File: config.mk
export PLATFORM = sky130hd
export DESIGN_NAME = tpce_prep
export DESIGN_NICKNAME = d
export VERILOG_FILES = /design/src/rtl/tpce_pkg.sv /design/src/rtl/tpce_prep.sv
export SDC_FILE = /design/constraint.sdc
export NUM_CORES = 2
export LEC_CHECK = 0
export ABC_AREA = 1
export BUFFER_PORTS_ARGS = -buffer_cell sky130_fd_sc_hd__buf_2
export CORE_ASPECT_RATIO = 1.75
export CORE_MARGIN = 4
export CORE_UTILIZATION = 50
export CTS_CLUSTER_SIZE = 16
export DETAILED_ROUTE_END_ITERATION = 16
export GPL_ROUTABILITY_DRIVEN = 0
export PLACE_DENSITY = 0.63
export SYNTH_ARGS = -nofsm -noshare
export SYNTH_HDL_FRONTEND = slang
export SYNTH_SLANG_ARGS = --single-unit
File: constraint.sdc
create_clock -name i_clk -period 9.2 [get_ports i_clk]
set_input_delay 0.92 -clock i_clk [delete_from_list [all_inputs] [get_ports i_clk]]
set_output_delay 0.92 -clock i_clk [all_outputs]
set_load 0.03 [all_outputs]
File: src/rtl/tpce_pkg.sv
// Shared types, constants and helper functions of the typed prefix code encoder.
package tpce_pkg;

    localparam int NUM_CODES = 8;
    localparam int ENTRY_W   = 62;
    localparam int CFG_IDX_W = 3;
    localparam int Q_W       = 26;   // floor(2^32 / 100) fits in 26 bits

    // operations
    localparam logic [1:0] OP_SIGNED   = 2'd0;
    localparam logic [1:0] OP_UNSIGNED = 2'd1;
    localparam logic [1:0] OP_FLUSH    = 2'd2;
    localparam logic [1:0] OP_NOP      = 2'd3;

    // entry kinds
    localparam logic [2:0] K_CONST  = 3'd1;
    localparam logic [2:0] K_UNS    = 3'd2;
    localparam logic [2:0] K_SGN    = 3'd3;
    localparam logic [2:0] K_HUNS   = 3'd4;
    localparam logic [2:0] K_HSGN   = 3'd5;
    localparam logic [2:0] K_ORIG   = 3'd6;

    // status codes
    localparam logic [1:0] ST_OK      = 2'd0;
    localparam logic [1:0] ST_NOMATCH = 2'd1;
    localparam logic [1:0] ST_WIDE    = 2'd2;

    // x / 100 == (x * RECIP_100) >> 37 for every 32-bit x
    localparam logic [31:0] RECIP_100 = 32'h51EB_851F;
    localparam logic [31:0] HUNDRED   = 32'd100;

    typedef logic [ENTRY_W-1:0] t_entry;

    typedef struct packed {
        logic        valid;
        logic [1:0]  op;
        logic        pos;
        logic [31:0] raw;
        logic [31:0] dw;
    } t_carry;

    typedef struct packed {
        logic        valid;
        logic [1:0]  op;
        logic [48:0] bits;
        logic [5:0]  nbits;
        logic [1:0]  status;
        logic [2:0]  index;
        logic [5:0]  coded;
    } t_item;

    function automatic logic [5:0] dlen_of(input t_entry e);
        return (e[8:3] > 6'd32) ? 6'd32 : e[8:3];
    endfunction

    function automatic logic [4:0] clen_of(input t_entry e);
        return (e[13:9] > 5'd16) ? 5'd16 : e[13:9];
    endfunction

    function automatic logic fit_u(input logic [31:0] s, input logic [5:0] len);
        return (len >= 6'd32) || ((s >> len) == 32'd0);
    endfunction

    function automatic logic fit_s(input logic neg, input logic [31:0] s,
                                   input logic [5:0] len);
        logic [5:0] sh;
        sh = len - 6'd1;
        if (len == 6'd0) begin
            return 1'b0;
        end
        if (neg) begin
            return (s >> sh) == (32'hFFFF_FFFF >> sh);
        end
        return (s >> sh) == 32'd0;
    endfunction

endpackage

File: src/rtl/tpce_prep.sv
// Front stages: sign handling, delta against base, and division by 100.
module tpce_prep (
    input  logic                   i_clk,
    input  logic                   i_rst_n,
    input  logic                   i_en,
    input  logic                   i_valid,
    input  logic [1:0]             i_op,
    input  logic [31:0]            i_value,
    input  logic [31:0]            i_base,
    input  logic                   i_use_base,
    input  logic                   i_reverse,
    output tpce_pkg::t_carry       o_carry,
    output logic [31:0]            o_q4,
    output logic [31:0]            o_q5s,
    output logic                   o_z4,
    output logic                   o_z5
);

    tpce_pkg::t_carry n_c1;
    tpce_pkg::t_carry r_c1, r_c2, r_c3, r_c4;
    logic [31:0] r_mag, r_x5;
    logic [tpce_pkg::Q_W-1:0] r_q4, r_q5;
    logic [63:0] p4, p5;
    logic [31:0] rem4, rem5, q4_ext, q5_ext;
    logic [31:0] r_q4o, r_q5s;
    logic        r_z4, r_z5;
    logic        pos;
    logic [31:0] raw, bse;
    logic        rev;

    always_comb begin
        pos = !i_value[31] && (i_value != 32'd0);
        raw = i_value;
        bse = i_base;
        rev = i_reverse;
        if (i_op == tpce_pkg::OP_SIGNED) begin
            if (!pos) begin
                raw = 32'd0 - i_value;
                bse = 32'd0 - i_base;
            end
            rev = 1'b0;
        end
        n_c1.valid = i_valid;
        n_c1.op    = i_op;
        n_c1.pos   = pos;
        n_c1.raw   = raw;
        n_c1.dw    = raw;
        if (i_use_base) begin
            n_c1.dw = rev ? (bse - raw) : (raw - bse);
        end
    end

    assign p4 = {32'd0, r_c2.dw} * {32'd0, tpce_pkg::RECIP_100};
    assign p5 = {32'd0, r_mag} * {32'd0, tpce_pkg::RECIP_100};

    assign q4_ext = {{(32-tpce_pkg::Q_W){1'b0}}, r_q4};
    assign q5_ext = {{(32-tpce_pkg::Q_W){1'b0}}, r_q5};
    assign rem4   = r_c3.dw - q4_ext * tpce_pkg::HUNDRED;
    assign rem5   = r_x5 - q5_ext * tpce_pkg::HUNDRED;

    always_ff @(posedge i_clk) begin
        if (!i_rst_n) begin
            r_c1 <= '0;
            r_c2 <= '0;
            r_c3 <= '0;
            r_c4 <= '0;
        end else if (i_en) begin
            r_c1 <= n_c1;
            r_c2 <= r_c1;
            r_c3 <= r_c2;
            r_c4 <= r_c3;
        end
    end

    always_ff @(posedge i_clk) begin
        if (i_en) begin
            r_mag <= r_c1.dw[31] ? (32'd0 - r_c1.dw) : r_c1.dw;
            r_x5  <= r_mag;
            r_q4  <= p4[37+tpce_pkg::Q_W-1:37];
            r_q5  <= p5[37+tpce_pkg::Q_W-1:37];
            r_z4  <= (rem4 == 32'd0);
            r_z5  <= (rem5 == 32'd0);
            r_q4o <= q4_ext;
            r_q5s <= r_c3.dw[31] ? (32'd0 - q5_ext) : q5_ext;
        end
    end

    assign o_carry = r_c4;
    assign o_q4    = r_q4o;
    assign o_q5s   = r_q5s;
    assign o_z4    = r_z4;
    assign o_z5    = r_z5;

endmodule

---- Word-level counts from Yosys, hierarchy flattened ----
Cells that the tools add are included.
operators by class
  reduce and logical (&&, ||, !) cells .... 6
  mux-type cells .......................... 9
  multipliers ............................. 4
  add/subtract/negate cells ............... 8
operators with widths
  kind                                                                    count
  32-bit 2-to-1 mux                                                       6
  32-bit subtractor                                                       4
  32-bit by 31-bit multiplier with 63-bit output (second input constant)  2
  1-bit by 32-bit subtractor with 32-bit output (first input constant)    3
  32-bit zero test                                                        2
  26-bit by 5-bit multiplier with 30-bit output (second input constant)   2
  32-bit nonzero test                                                     1
  31-bit 2-to-1 mux                                                       1
  1-bit by 26-bit subtractor with 27-bit output (first input constant)    1
  26-bit 2-to-1 mux                                                       1
  2-bit zero test                                                         1
  1-bit logical AND                                                       1
  1-bit zero test                                                         1
  1-bit 2-to-1 mux                                                        1
word-level totals
  register bits after elaboration ......... 443
  output and inout bits ................... 134
  bits of input ports ..................... 72
  word-level logic and storage cells ...... 57

---- Depth between registers and ports, before layout ----
  depth in word-level cells ............... 7
  gate-level depth with buffers ........... 31
  mapped depth without buffers ............ 29

---- Least setup slack after synthesis ----
OpenSTA, ideal clock, no wires.
  path type ............................... register to register
  start point ............................. register r_mag[8]
  end point ............................... register r_q5[25] (netlist name), data pin
  slack ................................... 3.073 ns
  required time ........................... 9.070 ns
  arrival ................................. 5.997 ns
  stages on the path, launching flop included .. 27
  period minus slack after synthesis ...... 6.127 ns
  path through ............................ edfxtp_1 > ha_1 > fa_1 > fa_1 > inv_1 > fa_1 > inv_1 > fa_1 > fa_1 > fa_1 > inv_1 > fa_1 > inv_1 > ha_1 > nand2_1 > nor2_1 > inv_1 > nor2_1 > inv_1 > nor3_1 > nand3_1 > nand3_1 > nand2_1 > inv_1 > nor2_1 > or2_2 > nand2_1
on the way
  word-level cells in the longest chain between the ends .. 1
ends and longest elaborated chain
  item                                            RTL line         text
  from (decl)                                     tpce_prep.sv:21  logic [31:0] r_mag, r_x5;
  from (signal assigned)                          tpce_prep.sv:77  r_mag <= r_c1.dw[31] ? (32'd0 - r_c1.dw) : r_c1.dw;
  32-bit by 31-bit multiplier with 63-bit output  tpce_prep.sv:54  assign p5 = {32'd0, r_mag} * {32'd0, tpce_pkg::RECIP_100};
  named net p5[62]                                tpce_prep.sv:23  logic [63:0] p4, p5;
  to (signal assigned)                            tpce_prep.sv:80  r_q5 <= p5[37+tpce_pkg::Q_W-1:37];
  to (decl)                                       tpce_prep.sv:22  logic [tpce_pkg::Q_W-1:0] r_q4, r_q5;
The timed path passes the listed nets, and every way through them passes these cells.
A chain may end at the register's enable or synchronous reset.

---- Worst setup path in the final report ----
  start point ............................. register r_mag[4]
  end point ............................... register r_q5[14] (netlist name), data pin
Same word-level chain as after synthesis.

==> key figures <==
Status
  • Outcome: finished, final reports clean

STA
  • Relative slew slack: 0.185
  • Maximum clock frequency: roughly 140 MHz
  • Slew Limit Fails: 0
  • Skew final: around 0.074 ns
  • RSZ-0062 raised after global routing: no
  • Fin crit share: 0.779
  • Hold Vio Cnt, Final: 0
  • Final Setup Violations: 0
  • Worst-Margin Slew: between 1 and 1.5 ns
  • Post-route minimum period: a little over 7 ns
  • Final setup TNS: 0 ns

Floorplanning
  • Die area: between 100000 and 150000 um2
  • Chip Height: about 490 um
  • Initial core utilization: 0.504
  • Core area: 130000 um2
  • # rows: ~180
  • I/O pins: around 200
  • Die X: around 280 um

Global route
  • Pin count of the biggest net entering global routing: 190
  • Initial antenna violation count: 8
  • Remaining Overflow, GRT: 0
  • Vias in the first global route: ~58000
  • GR Util All Layers: 0.333
  • First-pass GRT wire length: 342 mm

Flow run
  • Max_cap viols: 0

Logic synthesis
  • EDFF count, synth: around 170
  • Main synth FF type: dfxtp_1
  • Mean Syn Cell Area: approximately 8.3 um2
  • Synth area leader: fa_1
  • Yosys warning total: 0
  • Synth area leaders: fa_1 25%, ha_1 21%, inv_1 11%
  • Distinct cells, synth: 56
  • Synth top area share: 0.250
  • Async SR Flop Fraction: 0
  • Post-Syn Area: between 60000 and 70000 um2
  • FF+latch count, synth: ~440
  • Syn Inst Count: 7963
  • Seq/Total Area, Yosys: 0.161

Worst setup path
  • Kind of critical path: reg2reg
  • Setup slack, reg-to-reg: between 2 and 2.5 ns
  • Top delay family on crit path: adder cells
  • Slowest-stage cell, CP: edfxtp_1
  • Worst Path Required: approximately 9.6 ns
  • Crit end category: flop
  • Startpoint types: flop
  • Critical Path AT: roughly 7.6 ns
  • Critical path peak fanout: 9
  • Worst Path Buf+Inv: 6
  • Slowest stage delay, CP: just under 0.7 ns
  • Most frequent cell on the critical path: fa_1

Finish
  • Share of cells above drive strength 1: 0.0415
  • Fin nets: roughly 10000
  • Fill count: between 10000 and 15000
  • Area Overhead vs Synth: 6.68%

Place
  • Port Buffers: 199
  • Detailed placement HPWL: between 150 and 200 mm

Route
  • Per-cell routed wire length: ~23 um
  • Antenna Nets Post-Route: 0
  • Post-DR vias/cell: 5.52
  • Remaining DRCs: 0
  • Iteration-0 DRC Markers: 3334
  • DR vias: about 54000
  • Final WL: 226 mm
  • Initial DRT Pass Iterations: 6

Clock tree
  • CTS resizes: 0
  • Max clock buf depth: 3
  • Clock Latency Late Sink: slightly below 0.7 ns
  • CTS buffer count: a little under 50
  • Clk root buf: clkbuf_16
  • CTS tree: built
  • Clock transition at path regs: 0.07 ns
  • CTS H-tree lvls: 2
  • # hold bufs at CTS: 0
  • Clock Sink Count: roughly 440
  • Post-CTS Setup Inserts: 0

Min path
  • Min-delay worst type: reg2reg
==> tightest hold or removal path, delay by kind of cell (launching register included) <==
| family | cells | cell delay (ns) |
|---|---|---|
| flip-flops | 1 | 0.32 |
| AND/OR/NAND/NOR | 2 | 0.14 |
==> sequential cells by signal (all words and copies together), names as in the netlist <==
register  cells
o_z4          1
r_q5         26
r_c2         68
o_q4         26
r_c1         68
r_x5         32
o_carry      68
o_q5s        27
r_q4         26
r_c3         68
o_z5          1
r_mag        32
==> cells in the final DEF, fill, tap and decap left out, types with 171 or more instances in the layout <==
master / synthesis / routed
xor2_1: 176 / 176
inv_1: 1873 / 1872
nor2_1: 755 / 755
edfxtp_1: 171 / 171
nand3_1: 207 / 207
ha_1: 1094 / 1094
fa_1: 822 / 822
dfxtp_1: 272 / 272
a21oi_1: 472 / 472
o21ai_0: 449 / 449
nand2_1: 1029 / 1029
buf_2: 8 / 197
==> metrics by stage <==
stage | hold WS (ns) | cells | instance area, um2 | utilization | worst slack (ns)
after floorplan | 0.445 | 7968 | 65700 | - | 3.07
after global placement | 0.456 | 9729 | 68400 | 0.525 | 2.26
after detailed placement | 0.458 | 9729 | 68400 | 0.525 | 2.21
after CTS | 0.455 | 9821 | 70100 | 0.538 | 2.16
after global routing | 0.490 | 9822 | 70100 | 0.538 | 1.69
final | 0.461 | 9828 | 70100 | 0.538 | 2.04
==> layout make-up <==
type                    count  area, um2  area share
multi-input cells        5505      47500       0.677
flip-flops and latches    443      10600       0.151
inverters                1886       7080       0.101
well taps                1681       2100      0.0300
clock buffers              59       1330      0.0189
repair buffers            214       1140      0.0162
clock inverters            33        360     0.00514
diodes                      7       17.5    0.000250
==> synthesized netlist by cell type (5+ instances only) <==
cell type  count
dfxtp_1      272
o221ai_1       5
xor2_1       176
or2_2         13
a21oi_1      472
inv_1       1873
nor3_2         5
buf_4         13
o21ai_1       18
o21bai_1      42
a21o_1        29
inv_2         11
o21ai_0      449
nand3_1      207
o211ai_1      25
fa_1         822
xnor2_1       63
buf_1          8
ha_1        1094
and3_1         9
nand3b_1      17
buf_2          8
clkbuf_1      99
nor3_1        64
a21boi_0      15
nor4_1        19
o21a_1        23
edfxtp_1     171
nor2_1       755
a31oi_1       48
nand4_1       61
nand2_1     1029
==> layer usage <==
metal / wire, um / vias to the layer above / part of all wire / track usage
met5: 24 / - / 0.00011 / 0
met4: 27400 / 4 / 0.12 / 0.307
met3: 12300 / 983 / 0.054 / 0.0528
met2: 111000 / 2071 / 0.49 / 0.587
met1: 74700 / 25900 / 0.33 / 0.331
li1: - / 25300 / - / -
==> path summary, 6_finish.rpt <==
kind                               to  depth (start not counted)                   from
max                r_q5[14]$_DFFE_PP_                         25     r_mag[4]$_DFFE_PP_
min          o_carry[62]$_SDFFE_PN0P_                          2  r_c3[62]$_SDFFE_PN0P_
max reg2reg        r_q5[14]$_DFFE_PP_                         25     r_mag[4]$_DFFE_PP_
min reg2reg  o_carry[62]$_SDFFE_PN0P_                          2  r_c3[62]$_SDFFE_PN0P_
==> logic make-up (layout without fill, tap and decap cells) <==
| family | count (synthesis) | after routing | synth area share |
|---|---|---|---|
| AND/OR/NAND/NOR | 2195 | 2195 | 0.137 |
| buffers and inverters | 2020 | 2192 | 0.117 |
| adder cells (fa/ha/maj) | 1916 | 1916 | 0.459 |
| AO/OA/AOI/OAI | 1149 | 1149 | 0.0950 |
| flip-flops | 443 | 443 | 0.161 |
| XOR/XNOR | 239 | 239 | 0.0319 |
| other | 1 | 13 | 0.0000571 |
Power is left out: the tool's default activity adds up to more than one toggle a clock period on the data nets, which glitch-free logic cannot reach.
